--- src/design/spc_pkg.sv ---
// ----------------------------------------------------------------------------
// Simple polygon check package
// Shared types and fixed constants of the polygon self-intersection checker.
// ----------------------------------------------------------------------------
`default_nettype none

package spc_pkg;

    localparam int IN_COORD_BITS = 16;
    localparam int MIN_CHECK_VERTICES = 5;
    localparam int MUL_STEPS = 8;

    typedef enum logic [3:0] {
        ST_LOAD,
        ST_RD_A,
        ST_RD_B,
        ST_RD_C,
        ST_RD_D,
        ST_RD_NEXT,
        ST_CAP_D,
        ST_MUL,
        ST_EVAL,
        ST_RESULT
    } t_state;

    typedef enum logic [1:0] {
        SIDE_ZERO,
        SIDE_POS,
        SIDE_NEG
    } t_side;

    typedef struct packed {
        logic       mul_en;
        logic [2:0] mul_step;
        logic       res_en;
        logic [2:0] res_step;
    } t_side_ctrl;

endpackage

`default_nettype wire

--- src/design/spc_if.sv ---
// ----------------------------------------------------------------------------
// Simple polygon check channels
// Valid/ready channels for vertex input and check results.
// ----------------------------------------------------------------------------
`default_nettype none

interface spc_vertex_if;
    logic                                      valid;
    logic                                      ready;
    logic signed [spc_pkg::IN_COORD_BITS-1:0]  vertex_x;
    logic signed [spc_pkg::IN_COORD_BITS-1:0]  vertex_y;
    logic                                      last_vertex;

    modport source (output valid, vertex_x, vertex_y, last_vertex, input ready);
    modport sink   (input valid, vertex_x, vertex_y, last_vertex, output ready);
endinterface

interface spc_result_if;
    logic valid;
    logic ready;
    logic is_simple;
    logic overflow;

    modport source (output valid, is_simple, overflow, input ready);
    modport sink   (input valid, is_simple, overflow, output ready);
endinterface

`default_nettype wire

--- src/design/spc_vertex_mem.sv ---
// ----------------------------------------------------------------------------
// Vertex store
// Single-port-write, single-port-read memory with registered read data.
// ----------------------------------------------------------------------------
`default_nettype none

module spc_vertex_mem #(
    parameter int DEPTH = 64,
    parameter int WIDTH = 32
) (
    input  wire logic                     i_clk,
    input  wire logic                     i_wr_en,
    input  wire logic [$clog2(DEPTH)-1:0] i_wr_addr,
    input  wire logic [WIDTH-1:0]         i_wr_data,
    input  wire logic [$clog2(DEPTH)-1:0] i_rd_addr,
    output logic      [WIDTH-1:0]         o_rd_data
);

    logic [WIDTH-1:0] r_mem [DEPTH];
    logic [WIDTH-1:0] r_rd_data;

    always_ff @(posedge i_clk) begin
        if (i_wr_en) begin
            r_mem[i_wr_addr] <= i_wr_data;
        end
        r_rd_data <= r_mem[i_rd_addr];
    end

    assign o_rd_data = r_rd_data;

endmodule

`default_nettype wire

--- src/design/spc_side_unit.sv ---
// ----------------------------------------------------------------------------
// Side unit
// One shared multiplier that works out the four point-versus-edge sides of
// an edge pair over a sequence of steps.
// ----------------------------------------------------------------------------
`default_nettype none

module spc_side_unit #(
    parameter int CB = 16
) (
    input  wire logic                    i_clk,
    input  wire spc_pkg::t_side_ctrl     i_ctrl,
    input  wire logic signed [CB-1:0]    i_ax,
    input  wire logic signed [CB-1:0]    i_ay,
    input  wire logic signed [CB-1:0]    i_bx,
    input  wire logic signed [CB-1:0]    i_by,
    input  wire logic signed [CB-1:0]    i_cx,
    input  wire logic signed [CB-1:0]    i_cy,
    input  wire logic signed [CB-1:0]    i_dx,
    input  wire logic signed [CB-1:0]    i_dy,
    output spc_pkg::t_side               o_s1,
    output spc_pkg::t_side               o_s2,
    output spc_pkg::t_side               o_t1,
    output spc_pkg::t_side               o_t2
);

    import spc_pkg::*;

    localparam int DW = CB + 1;
    localparam int PW = 2 * DW;

    logic signed [CB-1:0] w_e0x, w_e0y, w_e1x, w_e1y, w_px, w_py;
    logic signed [DW-1:0] w_opa, w_opb;
    logic signed [PW-1:0] w_prod;
    logic signed [PW:0]   w_cross;
    logic signed [PW-1:0] r_prod;
    logic signed [PW-1:0] r_hold;
    logic                 r_deg;
    logic                 r_peq;
    t_side                w_side;
    t_side                r_side [4];

    always_comb begin
        case (i_ctrl.mul_step[2:1])
            2'd0: begin
                w_e0x = i_ax; w_e0y = i_ay; w_e1x = i_bx; w_e1y = i_by;
                w_px  = i_cx; w_py  = i_cy;
            end
            2'd1: begin
                w_e0x = i_ax; w_e0y = i_ay; w_e1x = i_bx; w_e1y = i_by;
                w_px  = i_dx; w_py  = i_dy;
            end
            2'd2: begin
                w_e0x = i_cx; w_e0y = i_cy; w_e1x = i_dx; w_e1y = i_dy;
                w_px  = i_ax; w_py  = i_ay;
            end
            default: begin
                w_e0x = i_cx; w_e0y = i_cy; w_e1x = i_dx; w_e1y = i_dy;
                w_px  = i_bx; w_py  = i_by;
            end
        endcase
    end

    always_comb begin
        if (i_ctrl.mul_step[0] == 1'b0) begin
            w_opa = DW'(w_e1y) - DW'(w_e0y);
            w_opb = DW'(w_px) - DW'(w_e0x);
        end else begin
            w_opa = DW'(w_e1x) - DW'(w_e0x);
            w_opb = DW'(w_py) - DW'(w_e0y);
        end
    end

    assign w_prod  = w_opa * w_opb;
    assign w_cross = {r_hold[PW-1], r_hold} - {r_prod[PW-1], r_prod};

    always_comb begin
        if (r_deg) begin
            w_side = r_peq ? SIDE_ZERO : SIDE_POS;
        end else if (w_cross == '0) begin
            w_side = SIDE_ZERO;
        end else if (w_cross[PW]) begin
            w_side = SIDE_NEG;
        end else begin
            w_side = SIDE_POS;
        end
    end

    always_ff @(posedge i_clk) begin
        if (i_ctrl.mul_en) begin
            r_prod <= w_prod;
            if (i_ctrl.mul_step[0] == 1'b0) begin
                r_deg <= (w_e0x == w_e1x) && (w_e0y == w_e1y);
                r_peq <= (w_px == w_e0x) && (w_py == w_e0y);
            end
        end
        if (i_ctrl.res_en) begin
            if (i_ctrl.res_step[0] == 1'b0) begin
                r_hold <= r_prod;
            end else begin
                r_side[i_ctrl.res_step[2:1]] <= w_side;
            end
        end
    end

    assign o_s1 = r_side[0];
    assign o_s2 = r_side[1];
    assign o_t1 = r_side[2];
    assign o_t2 = r_side[3];

endmodule

`default_nettype wire

--- src/design/simple_polygon_check.sv ---
// ----------------------------------------------------------------------------
// Simple polygon check
// Loads a closed polygon boundary and tests all non-adjacent edge pairs for
// intersection.
// ----------------------------------------------------------------------------
// Vertices arrive on i_vertex, one transfer per cycle while the block loads.
// The closing vertex repeats the first one and has last_vertex set. Only that
// transfer produces a result on o_result: is_simple, and overflow when more
// than MAX_VERTICES vertices came in (is_simple is then 0).
// After the closing vertex, ready stays low while the edge pairs are checked
// with one shared multiplier that needs eight products per pair. The first
// pair of each outer edge reads four vertices, each further pair one new
// vertex, and the check stops at the first intersecting pair. With fewer
// than five stored vertices, or on overflow, the result is shown in the
// cycle after the closing transfer.
// The result is held until the receiver takes it; no vertex is accepted
// meanwhile. Reset returns the block to loading an empty polygon; the store
// needs no clearing.
// ----------------------------------------------------------------------------
`default_nettype none

module simple_polygon_check #(
    parameter int MAX_VERTICES = 64,
    parameter int COORD_BITS   = 16
) (
    input  wire logic        i_clk,
    input  wire logic        i_rst_n,
    spc_vertex_if.sink       i_vertex,
    spc_result_if.source     o_result
);

    import spc_pkg::*;

    localparam int AW = $clog2(MAX_VERTICES);
    localparam int CW = $clog2(MAX_VERTICES + 1);
    localparam int CB = COORD_BITS;

    t_state                r_state, n_state;
    logic [CW-1:0]         r_count;
    logic                  r_ovf;
    logic [CW-1:0]         r_n;
    logic [AW-1:0]         r_k;
    logic [AW-1:0]         r_j;
    logic [3:0]            r_step;
    logic                  r_res_simple;
    logic                  r_res_ovf;
    logic signed [CB-1:0]  r_ax, r_ay, r_bx, r_by, r_cx, r_cy, r_dx, r_dy;

    logic                  w_in_xfer;
    logic                  w_out_xfer;
    logic                  w_full;
    logic [CW-1:0]         w_n_final;
    logic                  w_ovf_final;
    logic                  w_wr_en;
    logic signed [CB-1:0]  w_in_x, w_in_y;
    logic [AW-1:0]         w_rd_addr;
    logic [2*CB-1:0]       w_rd_data;
    logic signed [CB-1:0]  w_rd_x, w_rd_y;
    t_side_ctrl            w_ctrl;
    t_side                 w_s1, w_s2, w_t1, w_t2;
    logic                  w_p1_zero, w_p1_neg, w_p2_zero, w_p2_neg;
    logic signed [CB-1:0]  w_e0x, w_e0y, w_e1x, w_e1y, w_px, w_py;
    logic                  w_box;
    logic                  w_meet;
    logic [CW-1:0]         w_limit;
    logic                  w_more_j;
    logic                  w_more_k;

    assign w_in_xfer   = i_vertex.valid && i_vertex.ready;
    assign w_out_xfer  = o_result.valid && o_result.ready;
    assign w_full      = (r_count == CW'(MAX_VERTICES));
    assign w_n_final   = w_full ? r_count : r_count + CW'(1);
    assign w_ovf_final = r_ovf || w_full;
    assign w_wr_en     = w_in_xfer && !w_full;
    assign w_in_x      = CB'(i_vertex.vertex_x);
    assign w_in_y      = CB'(i_vertex.vertex_y);

    spc_vertex_mem #(
        .DEPTH (MAX_VERTICES),
        .WIDTH (2 * CB)
    ) u_mem (
        .i_clk     (i_clk),
        .i_wr_en   (w_wr_en),
        .i_wr_addr (r_count[AW-1:0]),
        .i_wr_data ({w_in_x, w_in_y}),
        .i_rd_addr (w_rd_addr),
        .o_rd_data (w_rd_data)
    );

    assign w_rd_x = w_rd_data[2*CB-1:CB];
    assign w_rd_y = w_rd_data[CB-1:0];

    spc_side_unit #(
        .CB (CB)
    ) u_side (
        .i_clk  (i_clk),
        .i_ctrl (w_ctrl),
        .i_ax   (r_ax),
        .i_ay   (r_ay),
        .i_bx   (r_bx),
        .i_by   (r_by),
        .i_cx   (r_cx),
        .i_cy   (r_cy),
        .i_dx   (r_dx),
        .i_dy   (r_dy),
        .o_s1   (w_s1),
        .o_s2   (w_s2),
        .o_t1   (w_t1),
        .o_t2   (w_t2)
    );

    // Pair decision: a proper crossing, or a touching endpoint inside the
    // bounding range of the other edge.
    assign w_p1_zero = (w_s1 == SIDE_ZERO) || (w_s2 == SIDE_ZERO);
    assign w_p1_neg  = ((w_s1 == SIDE_POS) && (w_s2 == SIDE_NEG)) ||
                       ((w_s1 == SIDE_NEG) && (w_s2 == SIDE_POS));
    assign w_p2_zero = (w_t1 == SIDE_ZERO) || (w_t2 == SIDE_ZERO);
    assign w_p2_neg  = ((w_t1 == SIDE_POS) && (w_t2 == SIDE_NEG)) ||
                       ((w_t1 == SIDE_NEG) && (w_t2 == SIDE_POS));

    always_comb begin
        if (w_p1_zero) begin
            w_e0x = r_ax; w_e0y = r_ay; w_e1x = r_bx; w_e1y = r_by;
            w_px  = (w_s1 == SIDE_ZERO) ? r_cx : r_dx;
            w_py  = (w_s1 == SIDE_ZERO) ? r_cy : r_dy;
        end else begin
            w_e0x = r_cx; w_e0y = r_cy; w_e1x = r_dx; w_e1y = r_dy;
            w_px  = (w_t1 == SIDE_ZERO) ? r_ax : r_bx;
            w_py  = (w_t1 == SIDE_ZERO) ? r_ay : r_by;
        end
    end

    assign w_box = (((w_e0x <= w_px) && (w_px <= w_e1x)) ||
                    ((w_e1x <= w_px) && (w_px <= w_e0x))) &&
                   (((w_e0y <= w_py) && (w_py <= w_e1y)) ||
                    ((w_e1y <= w_py) && (w_py <= w_e0y)));
    assign w_meet = (w_p1_neg && w_p2_neg) || ((w_p1_zero || w_p2_zero) && w_box);

    assign w_limit  = (r_k == '0) ? r_n - CW'(2) : r_n - CW'(1);
    assign w_more_j = (CW'(r_j) + CW'(1)) < w_limit;
    assign w_more_k = ((CW + 1)'(r_k) + (CW + 1)'(4)) < (CW + 1)'(r_n);

    always_comb begin
        n_state = r_state;
        case (r_state)
            ST_LOAD: begin
                if (w_in_xfer && i_vertex.last_vertex) begin
                    if (w_ovf_final || (w_n_final < CW'(MIN_CHECK_VERTICES))) begin
                        n_state = ST_RESULT;
                    end else begin
                        n_state = ST_RD_A;
                    end
                end
            end
            ST_RD_A:    n_state = ST_RD_B;
            ST_RD_B:    n_state = ST_RD_C;
            ST_RD_C:    n_state = ST_RD_D;
            ST_RD_D:    n_state = ST_CAP_D;
            ST_RD_NEXT: n_state = ST_CAP_D;
            ST_CAP_D:   n_state = ST_MUL;
            ST_MUL: begin
                if (r_step == 4'(MUL_STEPS)) begin
                    n_state = ST_EVAL;
                end
            end
            ST_EVAL: begin
                if (w_meet) begin
                    n_state = ST_RESULT;
                end else if (w_more_j) begin
                    n_state = ST_RD_NEXT;
                end else if (w_more_k) begin
                    n_state = ST_RD_A;
                end else begin
                    n_state = ST_RESULT;
                end
            end
            ST_RESULT: begin
                if (w_out_xfer) begin
                    n_state = ST_LOAD;
                end
            end
            default: n_state = ST_LOAD;
        endcase
    end

    always_comb begin
        i_vertex.ready  = (r_state == ST_LOAD);
        o_result.valid  = (r_state == ST_RESULT);
        w_ctrl          = '0;
        case (r_state)
            ST_RD_A:    w_rd_addr = r_k;
            ST_RD_B:    w_rd_addr = r_k + AW'(1);
            ST_RD_C:    w_rd_addr = r_j;
            ST_RD_D:    w_rd_addr = r_j + AW'(1);
            ST_RD_NEXT: w_rd_addr = r_j + AW'(1);
            default:    w_rd_addr = r_j;
        endcase
        if (r_state == ST_MUL) begin
            w_ctrl.mul_en   = (r_step < 4'(MUL_STEPS));
            w_ctrl.mul_step = r_step[2:0];
            w_ctrl.res_en   = (r_step != '0);
            w_ctrl.res_step = 3'(r_step - 4'(1));
        end
    end

    assign o_result.is_simple = r_res_simple;
    assign o_result.overflow  = r_res_ovf;

    always_ff @(posedge i_clk) begin
        if (!i_rst_n) begin
            r_state <= ST_LOAD;
            r_count <= '0;
            r_ovf   <= 1'b0;
            r_step  <= '0;
        end else begin
            r_state <= n_state;
            if (w_in_xfer) begin
                if (i_vertex.last_vertex) begin
                    r_count <= '0;
                    r_ovf   <= 1'b0;
                end else begin
                    r_count <= w_n_final;
                    r_ovf   <= w_ovf_final;
                end
            end
            if (r_state == ST_MUL) begin
                r_step <= r_step + 4'(1);
            end else begin
                r_step <= '0;
            end
        end
    end

    always_ff @(posedge i_clk) begin
        case (r_state)
            ST_LOAD: begin
                r_n          <= w_n_final;
                r_k          <= '0;
                r_j          <= AW'(2);
                r_res_simple <= !w_ovf_final;
                r_res_ovf    <= w_ovf_final;
            end
            ST_RD_B: begin
                r_ax <= w_rd_x;
                r_ay <= w_rd_y;
            end
            ST_RD_C: begin
                r_bx <= w_rd_x;
                r_by <= w_rd_y;
            end
            ST_RD_D: begin
                r_cx <= w_rd_x;
                r_cy <= w_rd_y;
            end
            ST_RD_NEXT: begin
                r_cx <= r_dx;
                r_cy <= r_dy;
            end
            ST_CAP_D: begin
                r_dx <= w_rd_x;
                r_dy <= w_rd_y;
            end
            ST_EVAL: begin
                if (w_meet) begin
                    r_res_simple <= 1'b0;
                end else if (w_more_j) begin
                    r_j <= r_j + AW'(1);
                end else if (w_more_k) begin
                    r_k <= r_k + AW'(1);
                    r_j <= r_k + AW'(3);
                end
            end
            default: begin
                r_n <= r_n;
            end
        endcase
    end

endmodule

`default_nettype wire

--- src/flat_wrapper.sv ---
// flat-port wrapper written by rule: the top's interface ports become plain ports
module simple_polygon_check_flat import spc_pkg::*;
#(
    parameter int MAX_VERTICES = 64,
    parameter int COORD_BITS   = 16
)
  (i_clk, i_rst_n, i_vertex_valid, i_vertex_vertex_x, i_vertex_vertex_y, i_vertex_last_vertex, i_vertex_ready, o_result_valid, o_result_is_simple, o_result_overflow, o_result_ready);
  spc_vertex_if i_vertex_i ();
  spc_result_if o_result_i ();
  input  wire logic i_clk;
  input  wire logic i_rst_n;
  input wire logic [$bits(i_vertex_i.valid)-1:0] i_vertex_valid;
  input wire logic [$bits(i_vertex_i.vertex_x)-1:0] i_vertex_vertex_x;
  input wire logic [$bits(i_vertex_i.vertex_y)-1:0] i_vertex_vertex_y;
  input wire logic [$bits(i_vertex_i.last_vertex)-1:0] i_vertex_last_vertex;
  output wire logic [$bits(i_vertex_i.ready)-1:0] i_vertex_ready;
  output wire logic [$bits(o_result_i.valid)-1:0] o_result_valid;
  output wire logic [$bits(o_result_i.is_simple)-1:0] o_result_is_simple;
  output wire logic [$bits(o_result_i.overflow)-1:0] o_result_overflow;
  input wire logic [$bits(o_result_i.ready)-1:0] o_result_ready;
  assign i_vertex_i.valid = i_vertex_valid;
  assign i_vertex_i.vertex_x = i_vertex_vertex_x;
  assign i_vertex_i.vertex_y = i_vertex_vertex_y;
  assign i_vertex_i.last_vertex = i_vertex_last_vertex;
  assign i_vertex_ready = i_vertex_i.ready;
  assign o_result_valid = o_result_i.valid;
  assign o_result_is_simple = o_result_i.is_simple;
  assign o_result_overflow = o_result_i.overflow;
  assign o_result_i.ready = o_result_ready;
  simple_polygon_check #(.MAX_VERTICES(MAX_VERTICES), .COORD_BITS(COORD_BITS)) u_core (.i_clk(i_clk), .i_rst_n(i_rst_n), .i_vertex(i_vertex_i), .o_result(o_result_i));
endmodule
--- config.mk ---
export PLATFORM = sky130hd
export DESIGN_NAME = simple_polygon_check_flat
export DESIGN_NICKNAME = d
export VERILOG_FILES = /design/src/design/spc_pkg.sv /design/src/design/spc_if.sv /design/src/design/spc_vertex_mem.sv /design/src/design/spc_side_unit.sv /design/src/design/simple_polygon_check.sv /design/src/flat_wrapper.sv
export SDC_FILE = /design/constraint.sdc
export NUM_CORES = 2
export LEC_CHECK = 0
export BUFFER_PORTS_ARGS = -buffer_cell sky130_fd_sc_hd__buf_4
export CAP_MARGIN = 25
export CORE_MARGIN = 2
export CORE_UTILIZATION = 58
export DETAILED_ROUTE_END_ITERATION = 10
export PLACE_DENSITY = 0.77
export SLEW_MARGIN = 20
export SYNTH_ARGS = -nofsm -noshare
export SYNTH_HDL_FRONTEND = slang
export SYNTH_SLANG_ARGS = --single-unit
--- constraint.sdc ---
create_clock -name i_clk -period 10.4 [get_ports i_clk]
set_input_delay 2.08 -clock i_clk [delete_from_list [all_inputs] [get_ports i_clk]]
set_output_delay 2.08 -clock i_clk [all_outputs]
set_load 0.01 [all_outputs]
Yosys cells after proc, flatten, opt, wreduce, memory -nomap -nowiden
Memory sizes are Yosys's and may differ from the RTL's. A register that Yosys moved wholly into a read port is not among the register bits.
Index checks and enable logic that the tools add are counted.
W data, S select, Z words.
{"block": "classes", "n_bitwise": 2, "n_shift": 0, "n_div": 0, "reduce_logical": 49, "add_sub_neg": 15, "n_mul": 1, "n_lt_le_gt_ge": 12, "eq_ne": 33, "n_mux": 53}
{"cell": "$mux W16", "n": 14}
{"cell": "$le A16 B16 Y1", "n": 8}
{"cell": "$pmux W16 S3", "n": 2}
{"cell": "$sub A16 B16 Y17", "n": 4}
{"cell": "$eq A16 B16 Y1", "n": 4}
{"cell": "$pmux W16 S2", "n": 2}
{"cell": "$mux W6", "n": 6}
{"cell": "$pmux W4 S9", "n": 1}
{"cell": "$logic_not A35 Y1", "n": 1}
{"cell": "$sub A34 B34 Y35", "n": 1}
{"cell": "$mul A17 B17 Y34", "n": 1}
{"cell": "$mux W17", "n": 2}
{"cell": "$mux W4", "n": 7}
{"cell": "$pmux W6 S2", "n": 2}
{"cell": "$mux W7", "n": 3}
{"cell": "$pmux W6 S3", "n": 1}
{"cell": "$logic_and A1 B1 Y1", "n": 17}
{"cell": "$eq A4 B3 Y1 const B", "n": 4}
{"cell": "$add A6 B1 Y6 const B", "n": 2}
{"cell": "$eq A4 B4 Y1 const B", "n": 3}
{"cell": "$eq A2 B1 Y1 const B", "n": 5}
{"cell": "$eq A2 B2 Y1 const B", "n": 5}
{"cell": "$logic_not A2 Y1", "n": 5}
{"cell": "$logic_or A1 B1 Y1", "n": 10}
{"cell": "other kinds (32)", "n": 55}
{"block": "word_totals", "ff_bits": 235, "input_bits": 37, "elab_cells": 188, "romBits": 0, "memories": 2, "mem_bits_rw": 2056, "latchBits": 0, "out_inout_bits": 4}
{"memory": "u_core.u_mem.r_mem", "words": 64, "word_bits": 32, "read_ports": 1, "rd_ports_with_merged_regs": 1, "wr": 1, "line_no": "spc_vertex_mem.sv:19", "rtl": "logic [WIDTH-1:0] r_mem [DEPTH];"}
{"memory": "u_core.u_side.r_side", "words": 4, "word_bits": 2, "read_ports": 4, "rd_ports_with_merged_regs": 0, "wr": 1, "line_no": "spc_side_unit.sv:41", "rtl": "t_side r_side [4];"}

Longest topological paths before layout
An unclocked memory read counts as a cell.
{"block": "depth", "ltp_word": 12, "ltp_mapped": 45, "depth_no_buf": 42}

Cells and area by module
From an unflattened synthesis, not the netlist that was laid out.
{"block": "unflattened", "cells_unflattened": 6570, "hier_area_um2": 109541.3}
{"module": "spc_vertex_mem", "instances": 1, "cells_each": 3324, "area_per_inst_um2": 78515.3}
{"module": "spc_side_unit", "instances": 1, "cells_each": 2249, "area_per_inst_um2": 20603.5}
{"module": "simple_polygon_check", "instances": 1, "cells_each": 997, "area_per_inst_um2": 10422.5}

Worst setup path after synthesis
OpenSTA, ideal clock, no wires.
{"block": "synth_timing", "kind": "reg2reg", "start": "register u_core.r_state[3]", "end": "register u_core.u_side.r_prod[30] (data pin)", "path_buffers": 3, "stages_incl_launch_ff": 44, "t_arrival_ns": 9.743, "slack_ns": 0.397, "t_required_ns": 10.141, "path_cell_list": "dfxtp_1 > buf_2 > inv_2 > nand2_1 > nor2_1 > nand2_1 > clkbuf_1 > mux2i_1 > ha_1 > inv_1 > fa_1 > a21o_1 > a21oi_2 > o21bai_1 > a2111oi_2 > o41a_1 > o21ai_1 > o21ai_1 > (+8 left out) > inv_1 > fa_1 > inv_1 > fa_1 > fa_1 > inv_1 > fa_1 > inv_1 > ha_1 > nand3_1 > or4_1 > a211o_1 > a41o_1 > a21oi_1 > and4_1 > a2111o_1 > a21oi_1 > xnor2_1"}
{"block": "synth_via", "elab_chain_len": 8}
{"element": "start, declared", "line_no": "simple_polygon_check.sv:38", "rtl": "t_state r_state, n_state;"}
{"element": "start signal, assigned", "line_no": "simple_polygon_check.sv:216", "rtl": "r_state <= n_state;"}
{"element": "$eq A4 B3 Y1 (*)", "line_no": "simple_polygon_check.sv:198", "rtl": "if (r_state == ST_MUL) begin"}
{"element": "$mux W8 (*)", "line_no": "simple_polygon_check.sv:198"}
{"element": "$eq A2 B1 Y1 or $logic_not A2 Y1 (tied branches)", "line_no": "spc_side_unit.sv:44", "rtl": "case (i_ctrl.mul_step[2:1])"}
{"element": "$reduce_or A2 Y1 (no source line)"}
{"element": "$mux W16", "line_no": "spc_side_unit.sv:44"}
{"element": "$sub A16 B16 Y17, on equally long branches"}
{"element": "$mux W17", "line_no": "spc_side_unit.sv:65", "rtl": "if (i_ctrl.mul_step[0] == 1'b0) begin"}
{"element": "$mul A17 B17 Y34 (*)", "line_no": "spc_side_unit.sv:74", "rtl": "assign w_prod = w_opa * w_opb;"}
{"element": "net u_core.u_side.w_prod[30]", "line_no": "spc_side_unit.sv:34", "rtl": "logic signed [PW-1:0] w_prod;"}
{"element": "end signal, assigned", "line_no": "spc_side_unit.sv:91", "rtl": "r_prod <= w_prod;"}
{"element": "end, declared", "line_no": "spc_side_unit.sv:36", "rtl": "logic signed [PW-1:0] r_prod;"}
Mark *: on every way through the listed nets, which the timed path passes. The rest lies on a longest branch.
A chain may end at the register's enable or synchronous reset.

Worst setup path in the final report
{"block": "layout_timing", "start": "register u_core.r_state[3]", "end": "register u_core.u_side.r_prod[32] (data pin)"}
The elaborated chain is that of the path after synthesis.

==> metrics.cfg <==
[drt]
first_pass_iters = 6
drtAntennaViolNets = 0
finalWirelength_mm = 302
viasPerCell = 6.50
drt_iter0_drc = 9041
wl_per_cell_um = 26.4
vias = 74500
drc = 0

[synthesis]
synth.ff_latch_count = 2323
synth_fp_nets = 9472
synth_edf_count = 2275
synth_area_per_cell_um2 = 12.7
ys_seq_area_share_pct = 61.4
synth_area_leaders = edfxtp_1 (61%), fa_1 (5.4%), a211oi_1 (5.0%), nand2_1 (4.4%), ha_1 (3.0%)
yosys_warnings = 0
ys_types = 90
async_flop_share_pct = 0
synth_top_area_share_pct = 60.6
synth_area_um2 = 113000
synth-main-ff-cell = edfxtp_1
synth_cells = 8861
synth_top_cell_by_area = edfxtp_1

[sta]
min_period_over_period_pct = 95.5
max_slew_margin_pct = 25.5
fin_worst_skew_ps = 87.3
timing.final.hold_violations = 0
tightest_slew_ps = 1120
slew_viol_final = 0
fin_crit_ps = 9930
whs_ps = 455
setup_violations = 0
tns_ps = 0
fmax_mhz = 101

[global_route]
grt_max_degree = 190
grtUsageTotal_pct = 30.2
grt_pass1_vias = 73100
antenna_found_initial = 12
overflow = 0
grt_pass1_wl_mm = 451

[finish]
syn_to_final_growth_pct = 9.63
register_area_um2 = 69300
multi_input_area_um2 = 40100
fill_cells = 13700
final_layout_size_suffix_gt1_share_pct = 8.93
nets = 9357

[floorplan]
die_height_um = 445
num_rows = 161
core_region_area_um2 = 193000
ios = 41
dieArea_um2 = 198000
initial_core_util_pct = 58.5
dieWidth_um = 445

[clock_network]
clk_path_buf_depth = 3
root_buffer = clkbuf_16
clk_pin_slew_ps = 60
cts-hold-fix-buffers = 0
cts_buffers = 218
cts.sinks = 2323
htree_levels = 4
clk_latency_ps = 900
cts_tree = yes

[worst_setup_path]
cp_slowest_cell = fa_2
crit_path_max_fanout = 6
critPathCaptureType = flop
cp_data_required_time_ps = 11000
critPathLaunchType = flop
path_buf_inv = 6
max_stage_delay_ps = 670
path_class = flop to flop
critical_path_arrival_ps = 10530
crit_top_cell = fa_1
cp_top_family = adder cells

[flow_run]
drv_cap = 0

[run_status]
status = finished clean

[worst_hold_path]
min_path_type = flop to flop

[placement]
gp_congestion = 0.928
hpwl_mm = 180
io_buffers = 40

==> per-stage QoR <==
step                      util, %  std cells  worst slack [ps]  instance area (um2)
final                        64.1      11500               469               124000
after global routing         64.1      11500             -8.68               124000
after CTS                    64.0      11500              24.9               123000
after detailed placement     60.2      11000              95.3               116000
after global placement       60.1      11000               211               116000
after floorplan                 -       8861               397               113000
==> synth_stat cells (all sizes together) (35+ instances only) <==
master	instances
a211oi	756
a21o	56
a21oi	313
a311oi	258
a31oi	274
and2	557
buf	202
clkbuf	371
dfxtp	48
edfxtp	2275
fa	302
ha	272
inv	439
mux2	100
mux2i	208
nand2	1313
nand2b	37
nand3	47
nand4	35
nor2	315
nor2b	56
nor3	76
o21ai	191
xnor2	77
xor2	44
==> registers in the layout, indices dropped and copies added, names as in the netlist <==
register,count
u_core.o_result.is_simple,1
u_core.o_result.overflow,1
u_core.r_ax,16
u_core.r_ay,16
u_core.r_bx,16
u_core.r_by,16
u_core.r_count,7
u_core.r_cx,16
u_core.r_cy,16
u_core.r_dx,16
u_core.r_dy,16
u_core.r_j,6
u_core.r_k,6
u_core.r_n,7
u_core.r_ovf,1
u_core.r_state,4
u_core.r_step,4
u_core.u_mem.o_rd_data,32
u_core.u_mem.r_mem,2048
u_core.u_side.r_deg,1
u_core.u_side.r_hold,34
u_core.u_side.r_peq,1
u_core.u_side.r_prod,34
u_core.u_side.r_side,8
==> kinds of logic after synthesis <==
family,Yosys count,share of synthesized area [%]
muxes,308,2.86
buffers and inverters,1012,3.66
AOI/OAI and AO/OA,1998,12.4
adders and majority gates,574,8.38
and+or+nand+nor,2525,10.3
DFF,2323,61.4
xor gates and xnor gates,121,0.940
==> final cells by class <==
type	count	share of cell area, %
Multi-Input combinational cell	5526	32.4
Tap cell	2526	2.56
Inverter	439	1.33
Timing Repair Buffer	238	1.69
Sequential cell	2323	56.1
Clock buffer	261	4.60
Clock inverter	153	1.35
Antenna cell	4	0.00810
==> layout by cell type, fill, tap and decap left out, drive strengths merged, types with 10 or more instances in the layout <==
| cell | instances |
|---|---|
| clkinvlp | 10 |
| o21a | 23 |
| xor2 | 44 |
| a21oi | 313 |
| fa | 302 |
| a211oi | 756 |
| nor3 | 76 |
| nor4 | 13 |
| a311oi | 258 |
| clkinv | 106 |
| xnor2 | 77 |
| inv | 451 |
| mux2i | 208 |
| nor2b | 56 |
| and3 | 22 |
| nand3 | 47 |
| dfxtp | 48 |
| a21boi | 14 |
| and2 | 557 |
| or3 | 16 |
| ha | 272 |
| o211ai | 12 |
| buf | 236 |
| nand2 | 1313 |
| edfxtp | 2275 |
| nor2 | 315 |
| o31ai | 10 |
| nand4 | 35 |
| o21ai | 191 |
| a21o | 56 |
| mux2 | 100 |
| a31oi | 274 |
| or2 | 10 |
| bufinv | 25 |
| clkbuf | 263 |
| nand2b | 37 |
==> worst paths after layout <==
kind | from | to | slack [ps] | cells past startpoint
setup / recovery | u_core.r_state[3]$_SDFFE_PN0P_ | u_core.u_side.r_prod[32]$_DFFE_PP_ | 470 | 39
hold / removal | u_core.u_side.r_prod[30]$_DFFE_PP_ | u_core.u_side.r_hold[30]$_DFFE_PP_ | 450 | 0
setup reg to reg | u_core.r_state[3]$_SDFFE_PN0P_ | u_core.u_side.r_prod[32]$_DFFE_PP_ | 470 | 39
hold reg to reg | u_core.u_side.r_prod[30]$_DFFE_PP_ | u_core.u_side.r_hold[30]$_DFFE_PP_ | 450 | 0
==> worst reg2reg max path, delay by kind of cell (launching register included) <==
| family | cells | cell delay (ps) |
|---|---|---|
| buf+inv | 6 | 380 |
| flops | 1 | 320 |
| simple gates | 6 | 1190 |
| compound gates | 16 | 3390 |
| xor+xnor | 1 | 100 |
| mux | 1 | 280 |
| fa+ha+maj | 9 | 4030 |
==> timing repair <==
| item | CTS | global route |
|---|---|---|
| buffers inserted | 0 | 5 |
| gates resized for setup | 0 | 34 |
| endpoints found under the setup margin | 0 | 7 |
| endpoints found under the hold margin | 0 | 0 |
==> per-layer routing <==
layer / global-route usage, % / vias up / wire (um)
li1: - / 32600 / -
met5: 0 / - / 63
met3: 5.29 / 739 / 28800
met4: 14.0 / 8 / 15100
met2: 49.2 / 3951 / 144000
met1: 39.8 / 37200 / 114000
Power is not shown: default switching activity piles up to over one toggle a cycle in this logic, so the estimate is an artifact.
